$ cat src/rtl/core/iwo_pkg.sv
// Shared types, widths and codes for the interpolating wavetable oscillator.
`timescale 1ns / 1ps

package iwo_pkg;

  localparam int TABLE_ENTRIES = 2048;
  localparam int FRACTION_BITS = 16;
  localparam int SAMPLE_BITS   = 16;

  localparam int ADDR_BITS  = $clog2(TABLE_ENTRIES);
  localparam int PHASE_BITS = ADDR_BITS + FRACTION_BITS;
  localparam int STEP_BITS  = 27;
  localparam int LEVEL_BITS = 16;
  localparam int CFG_BITS   = (STEP_BITS > LEVEL_BITS) ? STEP_BITS : LEVEL_BITS;
  localparam int CFG_INDEX_BITS = 1;

  // Fraction bits that take part in the interpolation.
  localparam int FUSE_BITS = (FRACTION_BITS > 16) ? 16 : FRACTION_BITS;
  localparam int PROD_BITS = SAMPLE_BITS + FUSE_BITS + 2;
  localparam int SCALE_BITS = SAMPLE_BITS + LEVEL_BITS + 1;
  localparam int LEVEL_SHIFT = 15;

  localparam logic [STEP_BITS-1:0]  STEP_RESET  = '0;
  localparam logic [LEVEL_BITS-1:0] LEVEL_RESET = LEVEL_BITS'(8192);

  typedef enum logic [CFG_INDEX_BITS-1:0] {
    CFG_PHASE_STEP = 1'b0,
    CFG_OUT_LEVEL  = 1'b1
  } cfg_index_t;

  typedef enum logic {
    CMD_LOAD = 1'b0,
    CMD_TICK = 1'b1
  } item_cmd_t;

  typedef enum logic [2:0] {
    ST_IDLE,
    ST_RD0,
    ST_RD1,
    ST_MUL,
    ST_MIX,
    ST_OUT
  } state_t;

  typedef struct packed {
    logic mem_write;
    logic mem_read;
    logic rd_next;
    logic cap_s0;
    logic do_mul;
    logic do_mix;
    logic out_load;
  } dp_cmd_t;

  typedef struct packed {
    logic out_free;
  } dp_status_t;

endpackage

$ cat src/rtl/core/iwo_ctrl.sv
// Controller state machine sequencing loads and ticks.
`timescale 1ns / 1ps

module iwo_ctrl (
  input  logic                clk,
  input  logic                rst,
  input  logic                item_valid,
  input  logic                item_cmd,
  output logic                item_ready,
  input  iwo_pkg::dp_status_t status,
  output iwo_pkg::dp_cmd_t    command
);

  iwo_pkg::state_t state;
  iwo_pkg::state_t state_next;

  always_ff @(posedge clk) begin
    if (rst) begin
      state <= iwo_pkg::ST_IDLE;
    end else begin
      state <= state_next;
    end
  end

  always_comb begin
    state_next = state;
    unique case (state)
      iwo_pkg::ST_IDLE: begin
        if (item_valid && (item_cmd == iwo_pkg::CMD_TICK)) state_next = iwo_pkg::ST_RD0;
      end
      iwo_pkg::ST_RD0: state_next = iwo_pkg::ST_RD1;
      iwo_pkg::ST_RD1: state_next = iwo_pkg::ST_MUL;
      iwo_pkg::ST_MUL: state_next = iwo_pkg::ST_MIX;
      iwo_pkg::ST_MIX: state_next = iwo_pkg::ST_OUT;
      iwo_pkg::ST_OUT: begin
        if (status.out_free) state_next = iwo_pkg::ST_IDLE;
      end
      default: state_next = iwo_pkg::ST_IDLE;
    endcase
  end

  always_comb begin
    item_ready = 1'b0;
    command    = '0;
    unique case (state)
      iwo_pkg::ST_IDLE: begin
        item_ready        = 1'b1;
        command.mem_write = item_valid && (item_cmd == iwo_pkg::CMD_LOAD);
      end
      iwo_pkg::ST_RD0: begin
        command.mem_read = 1'b1;
      end
      iwo_pkg::ST_RD1: begin
        command.mem_read = 1'b1;
        command.rd_next  = 1'b1;
        command.cap_s0   = 1'b1;
      end
      iwo_pkg::ST_MUL: command.do_mul = 1'b1;
      iwo_pkg::ST_MIX: command.do_mix = 1'b1;
      iwo_pkg::ST_OUT: command.out_load = status.out_free;
      default: ;
    endcase
  end

  a_load_stays_idle: assert property (@(posedge clk) disable iff (rst)
    (item_valid && item_ready && (item_cmd == iwo_pkg::CMD_LOAD)) |=>
      (state == iwo_pkg::ST_IDLE))
    else $error("load beat left the idle state");

  a_tick_starts_read: assert property (@(posedge clk) disable iff (rst)
    (item_valid && item_ready && (item_cmd == iwo_pkg::CMD_TICK)) |=>
      (state == iwo_pkg::ST_RD0))
    else $error("tick beat did not start the table read");

  a_load_needs_free: assert property (@(posedge clk) disable iff (rst)
    command.out_load |-> status.out_free)
    else $error("sample loaded into an occupied output register");

  a_ready_only_idle: assert property (@(posedge clk) disable iff (rst)
    item_ready |-> !(command.mem_read || command.do_mul || command.do_mix))
    else $error("item ready while a tick is in progress");

endmodule

$ cat config.mk
export PLATFORM = sky130hd
export DESIGN_NAME = iwo_ctrl
export DESIGN_NICKNAME = d
export VERILOG_FILES = /design/src/rtl/core/iwo_pkg.sv /design/src/rtl/core/iwo_ctrl.sv
export SDC_FILE = /design/constraint.sdc
export NUM_CORES = 1
export LEC_CHECK = 0
export ABC_AREA = 1
export BUFFER_PORTS_ARGS = -buffer_cell sky130_fd_sc_hd__buf_2
export CAP_MARGIN = 10
export CORE_AREA = 2 2 39 41
export CTS_BUF_LIST = sky130_fd_sc_hd__clkbuf_16
export DETAILED_ROUTE_END_ITERATION = 10
export DIE_AREA = 0 0 41 43
export GPL_ROUTABILITY_DRIVEN = 0
export PLACE_DENSITY = 0.37
export SETUP_SLACK_MARGIN = 0.3
export SYNTH_ARGS = -nofsm -noshare
export SYNTH_HDL_FRONTEND = slang
export SYNTH_SLANG_ARGS = --single-unit
$ cat constraint.sdc
create_clock -name clk -period 1.1 [get_ports clk]
set_input_delay 0 -clock clk [delete_from_list [all_inputs] [get_ports clk]]
set_output_delay 0 -clock clk [all_outputs]
set_load 0.02 [all_outputs]
# == After elaboration in Yosys (flattened, before gate mapping) ==
# Cells that the tools add are included.
# word_totals
in_bits,5
ff_bits,3
n_memories,0
wordCells,24
romBits,0
latch_bits,0
ramBits,0
# classes
reduce_logical,5
n_mul,0
n_mux,10
n_shift,0
n_lt_le_gt_ge,0
addsub,0
n_bitwise,1
div,0
n_eq_ne,7
# ops
op,count
$pmux W3 S6,1
$eq A3 B2 Y1 const B,2
$eq A3 B3 Y1 const B,2
$mux W1,6
$mux W3,2
$ne A2 B2 Y1 const B,2
$eq A3 B1 Y1 const B,1
$logic_not A3 Y1,1
$logic_and A1 B1 Y1,2
$mux W2,1
$reduce_and A2 Y1,1
$reduce_or A2 Y1,1
$not A1 Y1,1

# == Depth between registers and ports, before layout ==
# depth
word_depth,3
ltp_mapped,5
depth_no_buf,5

# == Worst setup path before layout ==
# No wires, ideal clock.
# synth_path
path_type,reg-to-output
startpoint,register state[1]
endpoint,output command[4] (netlist name)
path_stages_with_launch,4
n_path_buf,1
slack_ns,-0.092
t_required_ns,1.100
t_arrival_ns,1.192
path_cell_list,dfxtp_1 -> inv_1 -> nor3_1 -> buf_4
# synth_rtl
element,line,rtl
from (decl),iwo_ctrl.sv:14,iwo_pkg::state_t state;
from (signal assigned),iwo_ctrl.sv:19,state <= iwo_pkg::ST_IDLE;
from (signal assigned),iwo_ctrl.sv:21,state <= state_next;
to (decl),iwo_ctrl.sv:11,output iwo_pkg::dp_cmd_t command

==> results.sh <==
export IMPL_drtIter0Drc=4
export IMPL_grt_max_degree=7
export IMPL_worstSetupEndpointType="output pin"
export IMPL_startpoint_type="flop"
export IMPL_fin_cells=73
export IMPL_grt_pass1_vias=273
export IMPL_fin_nets=63
export IMPL_syn_cell_area_um2=200
export IMPL_worstSetupPathType="flop to output pin"
export IMPL_htreeDepth=1
export IMPL_core_area_mm2=0.00138
export IMPL_rsz0062_at_grt="true"
export IMPL_netlist_instances=34
export IMPL_cts_clk_slew_worst_paths_ns=0.03
export IMPL_regMostFlops="state"
export IMPL_cts_buffers=3
export IMPL_crit_end="command[6]"
export IMPL_area_growth_pct=168
export IMPL_cts_sinks=3
export IMPL_largest_reg_flops=3
export IMPL_dp_hpwl_um=417
export IMPL_ant_nets=0
export IMPL_grt_usage_pct=9.64
export IMPL_globalRoute_totalOverflow=0
export IMPL_power_density_mw_per_mm2=2060
export IMPL_portBuffers=12
export IMPL_die_area_mm2=0.00176
export IMPL_cap_viol_max_count=0
export IMPL_chipHeight_um=43
export IMPL_finalSetupViolCount=0
export IMPL_status="finished, final reports clean"
export IMPL_r2r_start="state[0]"
export IMPL_clock_path_buffers=2
export IMPL_antenna_found_initial=0
export IMPL_boundaryPins=13
export IMPL_fin_total_pwr_uw=1100
export IMPL_finalHoldViolCount=0
export IMPL_cp_arrival_ns=1.06
export IMPL_clock_skew_ns=0.000926
export IMPL_ir_drop_v=0.000855
export IMPL_slew_headroom_pct=86.7
export IMPL_r2r_end="state[0]"
export IMPL_num_vias=289
export IMPL_ys_warn_count=0
export IMPL_drc_errors=0
export IMPL_drt_total_wl_um=698
export IMPL_ys_seq_area_share_pct=30.0
export IMPL_top_regs="state (3)"
export IMPL_die_w_um=41
export IMPL_floorplan_initialDensity_pct=14.5
export IMPL_dr_pass1_iters=4
export IMPL_grt_first_pass_wirelength_um=1060
export IMPL_fin_crit_sh_pct=96.2
export IMPL_worstMarginPinSlew_ns=0.198
export IMPL_clock_latency_ns=0.22
export IMPL_dp_cells=61
export IMPL_syn_nets=39
export IMPL_viasPerCell=3.96
export IMPL_reg2regPathDepth=6
export IMPL_period_needed_ns=1.06
export IMPL_wl_per_cell_um=9.56
export IMPL_cp_startpoint="state[0]"
export IMPL_final_cell_mix="8 x buf_6, 6 x buf_4, 5 x inv_1, 5 x buf_2"
export IMPL_n_antenna_cell=0
export IMPL_hold_path_class="primary input to flop"
export IMPL_setup_tns_ns=0
export IMPL_tritoncts="built"
export IMPL_fmax_mhz=945
export IMPL_p_leak_uw=0.000272
export IMPL_holdPathStages=4
export IMPL_rows=14
export IMPL_path_max_fanout=5
export IMPL_maxSlewViolCount=0
export IMPL_synth_seq_cells=3
export IMPL_avgSynthCellArea_um2=5.89
export IMPL_layout_commonest_cell="buf_6"
export IMPL_required_ns=1.10
export IMPL_synth_cell_types=13
export IMPL_reg2reg_slack_ns=0.12
export IMPL_root_buffer="clkbuf_16"
export IMPL_drive_gt1_share_pct=73.7
[where the power goes]
group / switching, uW / total (uW) / internal (uW) / leakage [uW]
Sequential: 26.1 / 154 / 128 / 0.0000267
Combinational: 193 / 382 / 189 / 0.000203
Clock: 97.1 / 566 / 469 / 0.0000423
Total: 316 / 1100 / 785 / 0.000272
[how the worst min path moves through the flow]
| stage | start | to | slack, ns |
|---|---|---|---|
| 4_1_cts | status | state[2] | 0.1 |
| 6_report | status | state[2] | 0.10 |
| 3_3_place_gp | rst | state[2] | 0.20 |
| 3_5_place_dp | rst | state[2] | 0.21 |
| 5_1_grt | status | state[2] | 0.1 |
| 2_1_floorplan | item_cmd | command[6] | 0.03 |
[logic make-up after synthesis]
family                 synth area share [%]
AND/OR/NAND/NOR                        43.7
AO/OA/AOI/OAI                          7.49
buffers and inverters                  18.8
flip-flops                             30.0
[metrics by stage]
| step | util [%] | hold slack [ns] | cell area (um2) | setup WS (ns) |
|---|---|---|---|---|
| final | 38.7 | 0.103 | 536 | 0.0415 |
| after global routing | 38.7 | 0.0999 | 536 | -0.00120 |
| after CTS | 33.5 | 0.0967 | 464 | 0.0522 |
| after detailed placement | 21.9 | 0.210 | 303 | 0.161 |
| after global placement | 21.9 | 0.199 | 303 | 0.156 |
| after floorplan | - | 0.0278 | 234 | 0.208 |
[layer usage]
metal  wire, um  global-route usage, %  share of wire [%]  up-vias
met5          0                      0                  0        -
met1        247                   9.65                 35      128
met4          0                   10.0                  0        0
met2        417                   14.1                 60       11
met3         32                   3.14                4.6        0
li1           -                      -                  -      150
[worst max-delay path, stage by stage, from the launching register on]
cell,delay [ns]
dfxtp_4,0.35
nor2_4,0.13
nand2_2,0.06
inv_2,0.06
nand2_2,0.05
nor2_4,0.07
buf_6,0.11
[synth_stat cells (all sizes together)]
master	number	area, um2
nor2	7	33.8
nand2	6	22.5
nor3	2	10.0
nand3	3	15.0
a21oi	1	5.00
dfxtp	3	60.1
nand4	1	6.26
inv	8	30.0
buf	1	7.51
o21ai	2	10.0
[area by class of cell]
cell class | count | area [um2]
timing repair buffer | 20 | 170
clock inverter | 1 | 3.75
inverter | 8 | 35.0
fill | 146 | 848
multi-input combinational | 22 | 160
clock buffer | 3 | 75.1
tap | 16 | 20.0
sequential | 3 | 71.3
[what timing repair did]
| action | CTS | global route |
|---|---|---|
| setup buffers | 3 | 4 |
| setup endpoints to repair | 11 | 11 |
| hold endpoints to repair | 2 | 0 |
| gates resized for setup | 16 | 13 |
| hold buffers | 1 | 0 |
| cloned | 0 | 0 |
| pin swaps | 3 | 4 |
Power figures use the tool's default switching activity.
